## src/hw/rtl/ccsp_pkg.sv

```systemverilog
// shared widths and the packet type for the circle column point generator
// no dependencies; imported by every module of the block
package ccsp_pkg;

    localparam int RADIUS_BITS   = 10;
    localparam int CENTER_BITS   = 11;
    localparam int COORD_BITS    = 12;
    localparam int RADICAND_BITS = 2 * RADIUS_BITS;
    localparam int REM_BITS      = RADIUS_BITS + 1;
    localparam int Y_BITS        = RADIUS_BITS + 1;
    localparam int POINTS        = 8;
    localparam int PT_IDX_BITS   = $clog2(POINTS);
    localparam int S_DATA_BITS   = ((2 * CENTER_BITS + 2 * RADIUS_BITS + 7) / 8) * 8;
    localparam int M_DATA_BITS   = ((2 * COORD_BITS + 7) / 8) * 8;

    // one item on its way through the square root row
    typedef struct packed {
        logic signed [CENTER_BITS-1:0] cx;
        logic signed [CENTER_BITS-1:0] cy;
        logic [RADIUS_BITS-1:0]        col;
        logic [RADICAND_BITS-1:0]      radicand;
        logic [REM_BITS-1:0]           rem;
        logic [RADIUS_BITS-1:0]        root;
    } root_pkt_t;

endpackage

```

## src/hw/rtl/ccsp_front.sv

```systemverilog
// front end: squares radius and column, then forms the saturated radicand
// depends on ccsp_pkg; feeds the first square root cell
module ccsp_front
    import ccsp_pkg::*;
(
    input  logic                          clk,
    input  logic                          rst_n,
    input  logic                          in_valid,
    output logic                          in_ready,
    input  logic signed [CENTER_BITS-1:0] cx,
    input  logic signed [CENTER_BITS-1:0] cy,
    input  logic [RADIUS_BITS-1:0]        radius,
    input  logic [RADIUS_BITS-1:0]        column,
    output logic                          out_valid,
    input  logic                          out_ready,
    output root_pkt_t                     out_pkt
);

    logic                          s1_valid_reg;
    logic                          s1_valid_next;
    logic signed [CENTER_BITS-1:0] s1_cx_reg;
    logic signed [CENTER_BITS-1:0] s1_cy_reg;
    logic [RADIUS_BITS-1:0]        s1_col_reg;
    logic [RADICAND_BITS-1:0]      s1_rr_reg;
    logic [RADICAND_BITS-1:0]      s1_xx_reg;
    logic                          s1_ready;

    logic                          s2_valid_reg;
    logic                          s2_valid_next;
    root_pkt_t                     s2_pkt_reg;
    root_pkt_t                     s2_pkt_next;
    logic                          s2_ready;

    assign s2_ready = !s2_valid_reg || out_ready;
    assign s1_ready = !s1_valid_reg || s2_ready;
    assign in_ready = s1_ready;

    assign s1_valid_next = s1_ready ? in_valid : s1_valid_reg;
    assign s2_valid_next = s2_ready ? s1_valid_reg : s2_valid_reg;

    always_comb
    begin
        s2_pkt_next          = '0;
        s2_pkt_next.cx       = s1_cx_reg;
        s2_pkt_next.cy       = s1_cy_reg;
        s2_pkt_next.col      = s1_col_reg;
        // column beyond radius saturates the radicand to zero
        s2_pkt_next.radicand = (s1_xx_reg > s1_rr_reg) ? '0 : s1_rr_reg - s1_xx_reg;
    end

    always_ff @(posedge clk or negedge rst_n)
    begin
        if (!rst_n)
        begin
            s1_valid_reg <= 1'b0;
            s2_valid_reg <= 1'b0;
        end
        else
        begin
            s1_valid_reg <= s1_valid_next;
            s2_valid_reg <= s2_valid_next;
        end
    end

    always_ff @(posedge clk)
    begin
        if (s1_ready && in_valid)
        begin
            s1_cx_reg  <= cx;
            s1_cy_reg  <= cy;
            s1_col_reg <= column;
            s1_rr_reg  <= RADICAND_BITS'(radius) * RADICAND_BITS'(radius);
            s1_xx_reg  <= RADICAND_BITS'(column) * RADICAND_BITS'(column);
        end
        if (s2_ready && s1_valid_reg)
        begin
            s2_pkt_reg <= s2_pkt_next;
        end
    end

    assign out_valid = s2_valid_reg;
    assign out_pkt   = s2_pkt_reg;

endmodule

```

## src/hw/rtl/ccsp_root_cell.sv

```systemverilog
// one cell of the square root row: resolves one root bit per item
// depends on ccsp_pkg; chained RADIUS_BITS times in the top level
module ccsp_root_cell
    import ccsp_pkg::*;
(
    input  logic      clk,
    input  logic      rst_n,
    input  logic      in_valid,
    output logic      in_ready,
    input  root_pkt_t in_pkt,
    output logic      out_valid,
    input  logic      out_ready,
    output root_pkt_t out_pkt
);

    logic                  valid_reg;
    logic                  valid_next;
    root_pkt_t             pkt_reg;
    root_pkt_t             pkt_next;
    logic [REM_BITS+1:0]   rem_shift;
    logic [REM_BITS+1:0]   trial;

    assign in_ready   = !valid_reg || out_ready;
    assign valid_next = in_ready ? in_valid : valid_reg;

    always_comb
    begin
        // bring down the next two radicand bits and try root*4+1
        rem_shift         = {in_pkt.rem, in_pkt.radicand[RADICAND_BITS-1 -: 2]};
        trial             = (REM_BITS+2)'({in_pkt.root, 2'b01});
        pkt_next          = in_pkt;
        pkt_next.radicand = {in_pkt.radicand[RADICAND_BITS-3:0], 2'b00};
        if (rem_shift >= trial)
        begin
            pkt_next.rem  = REM_BITS'(rem_shift - trial);
            pkt_next.root = {in_pkt.root[RADIUS_BITS-2:0], 1'b1};
        end
        else
        begin
            pkt_next.rem  = REM_BITS'(rem_shift);
            pkt_next.root = {in_pkt.root[RADIUS_BITS-2:0], 1'b0};
        end
    end

    always_ff @(posedge clk or negedge rst_n)
    begin
        if (!rst_n)
        begin
            valid_reg <= 1'b0;
        end
        else
        begin
            valid_reg <= valid_next;
        end
    end

    always_ff @(posedge clk)
    begin
        if (in_ready && in_valid)
        begin
            pkt_reg <= pkt_next;
        end
    end

    assign out_valid = valid_reg;
    assign out_pkt   = pkt_reg;

endmodule

```

## src/hw/rtl/ccsp_emit.sv

```systemverilog
// output stage: rounds the root and sends the eight symmetric points
// depends on ccsp_pkg; takes packets from the last square root cell
module ccsp_emit
    import ccsp_pkg::*;
(
    input  logic                  clk,
    input  logic                  rst_n,
    input  logic                  in_valid,
    output logic                  in_ready,
    input  root_pkt_t             in_pkt,
    output logic                  m_tvalid,
    input  logic                  m_tready,
    output logic [M_DATA_BITS-1:0] m_tdata,
    output logic                  m_tlast
);

    localparam logic [PT_IDX_BITS-1:0] LAST_PT = PT_IDX_BITS'(POINTS - 1);

    logic                          busy_reg;
    logic                          busy_next;
    logic [PT_IDX_BITS-1:0]        idx_reg;
    logic [PT_IDX_BITS-1:0]        idx_next;
    logic signed [CENTER_BITS-1:0] cx_reg;
    logic signed [CENTER_BITS-1:0] cy_reg;
    logic [RADIUS_BITS-1:0]        col_reg;
    logic [Y_BITS-1:0]             y_reg;
    logic [Y_BITS-1:0]             y_next;
    logic                          load;
    logic                          swap;
    logic                          neg_h;
    logic                          neg_v;
    logic [COORD_BITS-1:0]         base_x;
    logic [COORD_BITS-1:0]         base_y;
    logic [COORD_BITS-1:0]         term_x;
    logic [COORD_BITS-1:0]         term_y;
    logic [COORD_BITS-1:0]         point_x;
    logic [COORD_BITS-1:0]         point_y;

    assign in_ready = !busy_reg || (m_tready && idx_reg == LAST_PT);
    assign load     = in_ready;

    // nearest integer: round up when the remainder exceeds the root
    assign y_next = Y_BITS'(in_pkt.root) + Y_BITS'(in_pkt.rem > REM_BITS'(in_pkt.root));

    always_comb
    begin
        busy_next = busy_reg;
        idx_next  = idx_reg;
        if (load)
        begin
            busy_next = in_valid;
            idx_next  = '0;
        end
        else if (busy_reg && m_tready)
        begin
            idx_next = idx_reg + 1'b1;
        end
    end

    always_ff @(posedge clk or negedge rst_n)
    begin
        if (!rst_n)
        begin
            busy_reg <= 1'b0;
            idx_reg  <= '0;
        end
        else
        begin
            busy_reg <= busy_next;
            idx_reg  <= idx_next;
        end
    end

    always_ff @(posedge clk)
    begin
        if (load && in_valid)
        begin
            cx_reg  <= in_pkt.cx;
            cy_reg  <= in_pkt.cy;
            col_reg <= in_pkt.col;
            y_reg   <= y_next;
        end
    end

    // points 0-3 offset by (x, y), points 4-7 by (y, x); odd points negate the
    // horizontal term, the vertical term is negated on points 1, 2, 6 and 7
    assign swap  = idx_reg[2];
    assign neg_h = idx_reg[0];
    assign neg_v = idx_reg[2] ? idx_reg[1] : (idx_reg[1] ^ idx_reg[0]);

    always_comb
    begin
        base_x = COORD_BITS'(cx_reg);
        base_y = COORD_BITS'(cy_reg);
        if (swap)
        begin
            term_x = COORD_BITS'(y_reg);
            term_y = COORD_BITS'(col_reg);
        end
        else
        begin
            term_x = COORD_BITS'(col_reg);
            term_y = COORD_BITS'(y_reg);
        end
        point_x = neg_h ? base_x - term_x : base_x + term_x;
        point_y = neg_v ? base_y - term_y : base_y + term_y;
    end

    assign m_tvalid = busy_reg;
    assign m_tdata  = M_DATA_BITS'({point_y, point_x});
    assign m_tlast  = (idx_reg == LAST_PT);

endmodule

```

## src/hw/rtl/circle_column_symmetric_points.sv

```systemverilog
// circle column point generator: y = round(sqrt(r*r - x*x)), eight symmetric points
// a request passes the front end, the root cells and the output stage; its eight points
// then go out one per cycle while m_tready is high, all on the single point output port
// the square root row is fully pipelined, one root bit per cell
// reset (rst_n, async low) clears the valid flags and point counter; data is not reset
module circle_column_symmetric_points
    import ccsp_pkg::*;
(
    input  logic                   clk,
    input  logic                   rst_n,
    input  logic                   s_tvalid,
    output logic                   s_tready,
    input  logic [S_DATA_BITS-1:0] s_tdata,   // center_x, center_y, radius, column, zero pad
    output logic                   m_tvalid,
    input  logic                   m_tready,
    output logic [M_DATA_BITS-1:0] m_tdata,   // point_x, point_y
    output logic                   m_tlast    // last_point
);

    localparam int CY_LO  = CENTER_BITS;
    localparam int RAD_LO = 2 * CENTER_BITS;
    localparam int COL_LO = 2 * CENTER_BITS + RADIUS_BITS;

    logic signed [CENTER_BITS-1:0] center_x;
    logic signed [CENTER_BITS-1:0] center_y;
    logic [RADIUS_BITS-1:0]        radius;
    logic [RADIUS_BITS-1:0]        column;

    root_pkt_t              pkt [0:RADIUS_BITS];
    logic [RADIUS_BITS:0]   vld;
    logic [RADIUS_BITS:0]   rdy;

    assign center_x = s_tdata[CENTER_BITS-1:0];
    assign center_y = s_tdata[CY_LO +: CENTER_BITS];
    assign radius   = s_tdata[RAD_LO +: RADIUS_BITS];
    assign column   = s_tdata[COL_LO +: RADIUS_BITS];

    ccsp_front u_front (
        .clk       (clk),
        .rst_n     (rst_n),
        .in_valid  (s_tvalid),
        .in_ready  (s_tready),
        .cx        (center_x),
        .cy        (center_y),
        .radius    (radius),
        .column    (column),
        .out_valid (vld[0]),
        .out_ready (rdy[0]),
        .out_pkt   (pkt[0])
    );

    for (genvar i = 0; i < RADIUS_BITS; i++)
    begin : g_cell
        ccsp_root_cell u_cell (
            .clk       (clk),
            .rst_n     (rst_n),
            .in_valid  (vld[i]),
            .in_ready  (rdy[i]),
            .in_pkt    (pkt[i]),
            .out_valid (vld[i+1]),
            .out_ready (rdy[i+1]),
            .out_pkt   (pkt[i+1])
        );
    end

    ccsp_emit u_emit (
        .clk      (clk),
        .rst_n    (rst_n),
        .in_valid (vld[RADIUS_BITS]),
        .in_ready (rdy[RADIUS_BITS]),
        .in_pkt   (pkt[RADIUS_BITS]),
        .m_tvalid (m_tvalid),
        .m_tready (m_tready),
        .m_tdata  (m_tdata),
        .m_tlast  (m_tlast)
    );

`ifndef NO_ASSERTIONS
    // a request is not dropped before its eighth point goes out
    a_hold_until_last: assert property (@(posedge clk) disable iff (!rst_n)
        m_tvalid && m_tready && !m_tlast |=> m_tvalid)
        else $error("point stream ended before last point");

    // the output only comes up with a packet from the last root cell
    a_rise_from_row: assert property (@(posedge clk) disable iff (!rst_n)
        $rose(m_tvalid) |-> $past(vld[RADIUS_BITS]))
        else $error("output became valid with no packet from the root row");

    // after the last point with nothing waiting, the output goes idle
    a_idle_after_last: assert property (@(posedge clk) disable iff (!rst_n)
        m_tvalid && m_tready && m_tlast && !vld[RADIUS_BITS] |=> !m_tvalid)
        else $error("output stayed valid with no pending request");
`endif

endmodule
```

## config.mk

```make
export PLATFORM = sky130hd
export DESIGN_NAME = circle_column_symmetric_points
export DESIGN_NICKNAME = d
export VERILOG_FILES = /design/src/hw/rtl/ccsp_pkg.sv /design/src/hw/rtl/ccsp_front.sv /design/src/hw/rtl/ccsp_root_cell.sv /design/src/hw/rtl/ccsp_emit.sv /design/src/hw/rtl/circle_column_symmetric_points.sv
export SDC_FILE = /design/constraint.sdc
export NUM_CORES = 1
export LEC_CHECK = 0
export BUFFER_PORTS_ARGS = -buffer_cell sky130_fd_sc_hd__buf_4
export CAP_MARGIN = 20
export CORE_MARGIN = 2
export CORE_UTILIZATION = 35
export DETAILED_ROUTE_END_ITERATION = 6
export GPL_TIMING_DRIVEN = 0
export PLACE_DENSITY = 0.58
export SYNTH_ARGS = -nofsm -noshare
export SYNTH_HDL_FRONTEND = slang
export SYNTH_SLANG_ARGS = --single-unit
```

## constraint.sdc

```tcl
create_clock -name clk -period 7.99 [get_ports clk]
set_input_delay 1.1985 -clock clk [delete_from_list [all_inputs] [get_ports clk]]
set_output_delay 1.1985 -clock clk [all_outputs]
set_load 0.005 [all_outputs]
```

==> impl_metrics.toml <==
[worst_setup_path]
rr_endpoint = "u_front.s1_rr_reg[11]"
crit_type = "flip-flop to output pin"
cp_data_required_time_ns = 6.79
reg2reg_from = "u_emit.idx_reg[0]"
slowest_stage = "buf_1"
crit_chain = "buf_2 -> buf_2 -> buf_1 -> buf_2 -> mux2i_1 -> ha_1 -> o21ai_0 -> ha_1 -> a21o_1 -> a21o_1 -> a2111oi_2 -> o31ai_1 -> o41ai_1 -> xnor2_1 -> buf_4"
crit_path_frequent_cell = "buf_2"
rr_worst_depth = 10
arrival_ns = 5.28
r2r_setup_slack_ns = 4.18
cp-start-kind = "flip-flop"
cp-end-kind = "output pin"
critical_path.max_fanout = 10
slowest_delay_ns = 0.50

[cts]
cts.clk_slew.worst_paths_ns = 0.06
cts_tree = "yes"
cts_resized = 0
cts_setup_buffers = 0
htree_levels = 3
clkSinkCount = 746
clock-root-buffer = "clkbuf_16"
cts_buffer_depth = 3
numCtsBuffers = 77
clock_latency_ns = 0.62
hold_buffers = 0

[placed_design]
globalplace.congestion = 0.817
io_buffers = 70
post-dp-hpwl_mm = 43.6

[drt]
drc = 0
dr_total_vias = 18727
wire_per_inst_um = 14.7
antenna_left = 0
routed_wl_mm = 58.7
first_pass_iters = 7
drt_iter0_markers = 1101
viasPerCell = 4.70

[status]
status = "finished clean"

[layout]
final_nets = 2991
largest_reg_flops = 566
register_area_um2 = 22300
final_layout_size_suffix_gt1_share_pct = 10.4
post-route-util_pct = 40.3
multi_input_area_um2 = 11600
synthToLayoutAreaGrowth_pct = 14.7
num_antenna_cells = 0
fill_cells = 9029

[logic_synthesis]
synthArstFlopShare_pct = 2.14
syn-cell-area_um2 = 35000
synth-seq-cells = 746
yosysWarnings = 0
synthCells = 2461
synth_edf_count = 730
synth_cell_types = 74
synth.most_common_cell = "edfxtp_1"
synth_nets = 2828
ys.flop_type = "edfxtp_1"
synth.area.top_cells = "edfxtp_1, ha_1, fa_1"
yosysTopAreaCellShare_pct = 62.6
yosysSeqAreaShare_pct = 63.7
synth.largest_area_cell = "edfxtp_1"
yosys-top-cells-count = "edfxtp_1, inv_1, ha_1, nand2_1"
syn-mean-instance-area_um2 = 14.2

[pwr]
power.clock.fraction_pct = 29.7
switching_power_w = 0.00359
peakVddDrop_uv = 320
p_leak_nw = 15.3
p_sw_share_pct = 29.4
internal-power_w = 0.00864
comb_power_share_pct = 30.8
seq_power_share_pct = 39.4
cellPowerDensity_nw_per_um2 = 304

[sta]
slew_viol_final = 0
holdWs_ns = 0.400
fmax_mhz = 154
final_hold_viol_count = 0
finalClockSkew_ns = 0.0279
period_share_pct = 81.1
setup_viol = 0
period_minus_slack_ns = 6.48
rsz0062_at_grt = "false"
relSlewSlack_pct = 41.1
worst_pin_slew_ns = 0.882
tns_ns = 0

[floorplanning]
start_util_pct = 35.1
ios = 79
die_width_um = 320
num_rows = 116
core-area_um2 = 99700
dieArea_um2 = 103000
die_h_um = 320

[global_route]
grt_usage_pct = 11.7
grt_max_degree = 61
grt_pass1_vias = 19810
grt_pass1_wl_mm = 98.4
antenna_found_initial = 1
grt-ovfl-total = 0

[min_path]
hp-start = "g_cell[0].u_cell.out_pkt[65]"
holdPathStages = 0
hold_class = "flip-flop to flip-flop"
min_to = "g_cell[1].u_cell.out_pkt[65]"

[job]
drv_cap = 0
==> critical path: cells and delay by family, from the launching register on <==
family,cells,cell delay (ns)
adder cells (fa/ha/maj),2,0.61
multiplexers,1,0.36
flip-flops,1,0.35
AO/OA/AOI/OAI,6,1.72
XOR/XNOR,1,0.16
buffers and inverters,5,1.47
==> kinds of logic (layout without fill, tap and decap cells) <==
family | count (synthesis) | count (layout) | share of synthesized area [%]
multiplexers | 46 | 46 | 1.40
AO/OA/AOI/OAI | 372 | 372 | 6.78
other | 1 | 1 | 0.0107
adder cells (fa/ha/maj) | 315 | 315 | 13.3
XOR/XNOR | 151 | 151 | 3.78
AND/OR/NAND/NOR | 517 | 517 | 7.53
buffers and inverters | 313 | 536 | 3.45
flip-flops | 746 | 746 | 63.7
==> per-stage QoR <==
stage | instances | total power [W] | area, µm² | setup WS (ns)
finish | 3982 | 0.0122 | 40200 | 1.51
global route | 3982 | 0.0130 | 40200 | 1.04
CTS | 3982 | 0.0124 | 40200 | 1.34
detailed placement | 3843 | 0.00870 | 37600 | 1.29
global placement | 3829 | 0.00860 | 37200 | -0.881
floorplan | 2461 | 0.00758 | 35000 | 1.38
==> final cells by class <==
type / instances / share of cell area [%]
Tap cell: 1298 / 4.04
Clock inverter: 45 / 1.47
Timing Repair Buffer: 84 / 2.06
Clock buffer: 94 / 5.08
Multi-Input combinational cell: 1402 / 28.8
Sequential cell: 746 / 55.5
Buffer: 39 / 0.451
Inverter: 274 / 2.56
==> worst max path at each step <==
stage | depth (start not counted) | endpoint | start | slack (ns)
2_1_floorplan | 6 | g_cell[3].u_cell.out_pkt[0] | m_tready | 1.38
3_3_place_gp | 7 | g_cell[3].u_cell.out_pkt[37] | m_tready | -0.88
3_5_place_dp | 18 | u_front.s1_rr_reg[16] | s_tdata[27] | 1.29
4_1_cts | 15 | m_tdata[11] | u_emit.idx_reg[2] | 1.34
5_1_grt | 15 | m_tdata[11] | u_emit.idx_reg[2] | 1.04
6_report | 15 | m_tdata[11] | u_emit.idx_reg[2] | 1.51
==> routing by layer <==
metal  track usage [%]  share of wire [%]  vias to the layer above
met5                 0                  0                        -
met4              3.97                2.6                        0
met3              2.09                3.0                      112
met2              21.2                 52                      279
met1              14.0                 42                     9144
li1                  -                  -                     9192
==> cell usage in the layout, fill, tap and decap left out, drive strengths merged, types with 13 or more instances in the layout <==
cell type	Yosys	routed
fa	97	97
clkinv	0	29
xor2	64	64
nor4	16	16
o31ai	17	17
mux2i	22	22
mux2	24	24
edfxtp	730	730
a21o	40	40
nand4	13	13
buf	15	99
inv	274	276
and2	65	65
or3	15	15
a21oi	113	113
nor2b	36	36
xnor2	87	87
ha	218	218
nor3	38	38
nand2b	31	31
o21ai	86	86
nand3	29	29
nand2	115	115
nor2	112	112
o21bai	13	13
dfrtp	16	16
clkbuf	24	118
o21a	29	29
==> power by group through the flow <==
| stage | combinational, W | sequential, W | clock [W] |
|---|---|---|---|
| after floorplan | 0.00269 | 0.00489 | 0 |
| after global placement | 0.00365 | 0.00494 | 0 |
| after detailed placement | 0.00379 | 0.00491 | 0 |
| after CTS | 0.00382 | 0.00483 | 0.00375 |
| after global routing | 0.00427 | 0.00485 | 0.00390 |
| final | 0.00377 | 0.00483 | 0.00364 |
(Power assumes the default switching activity.)
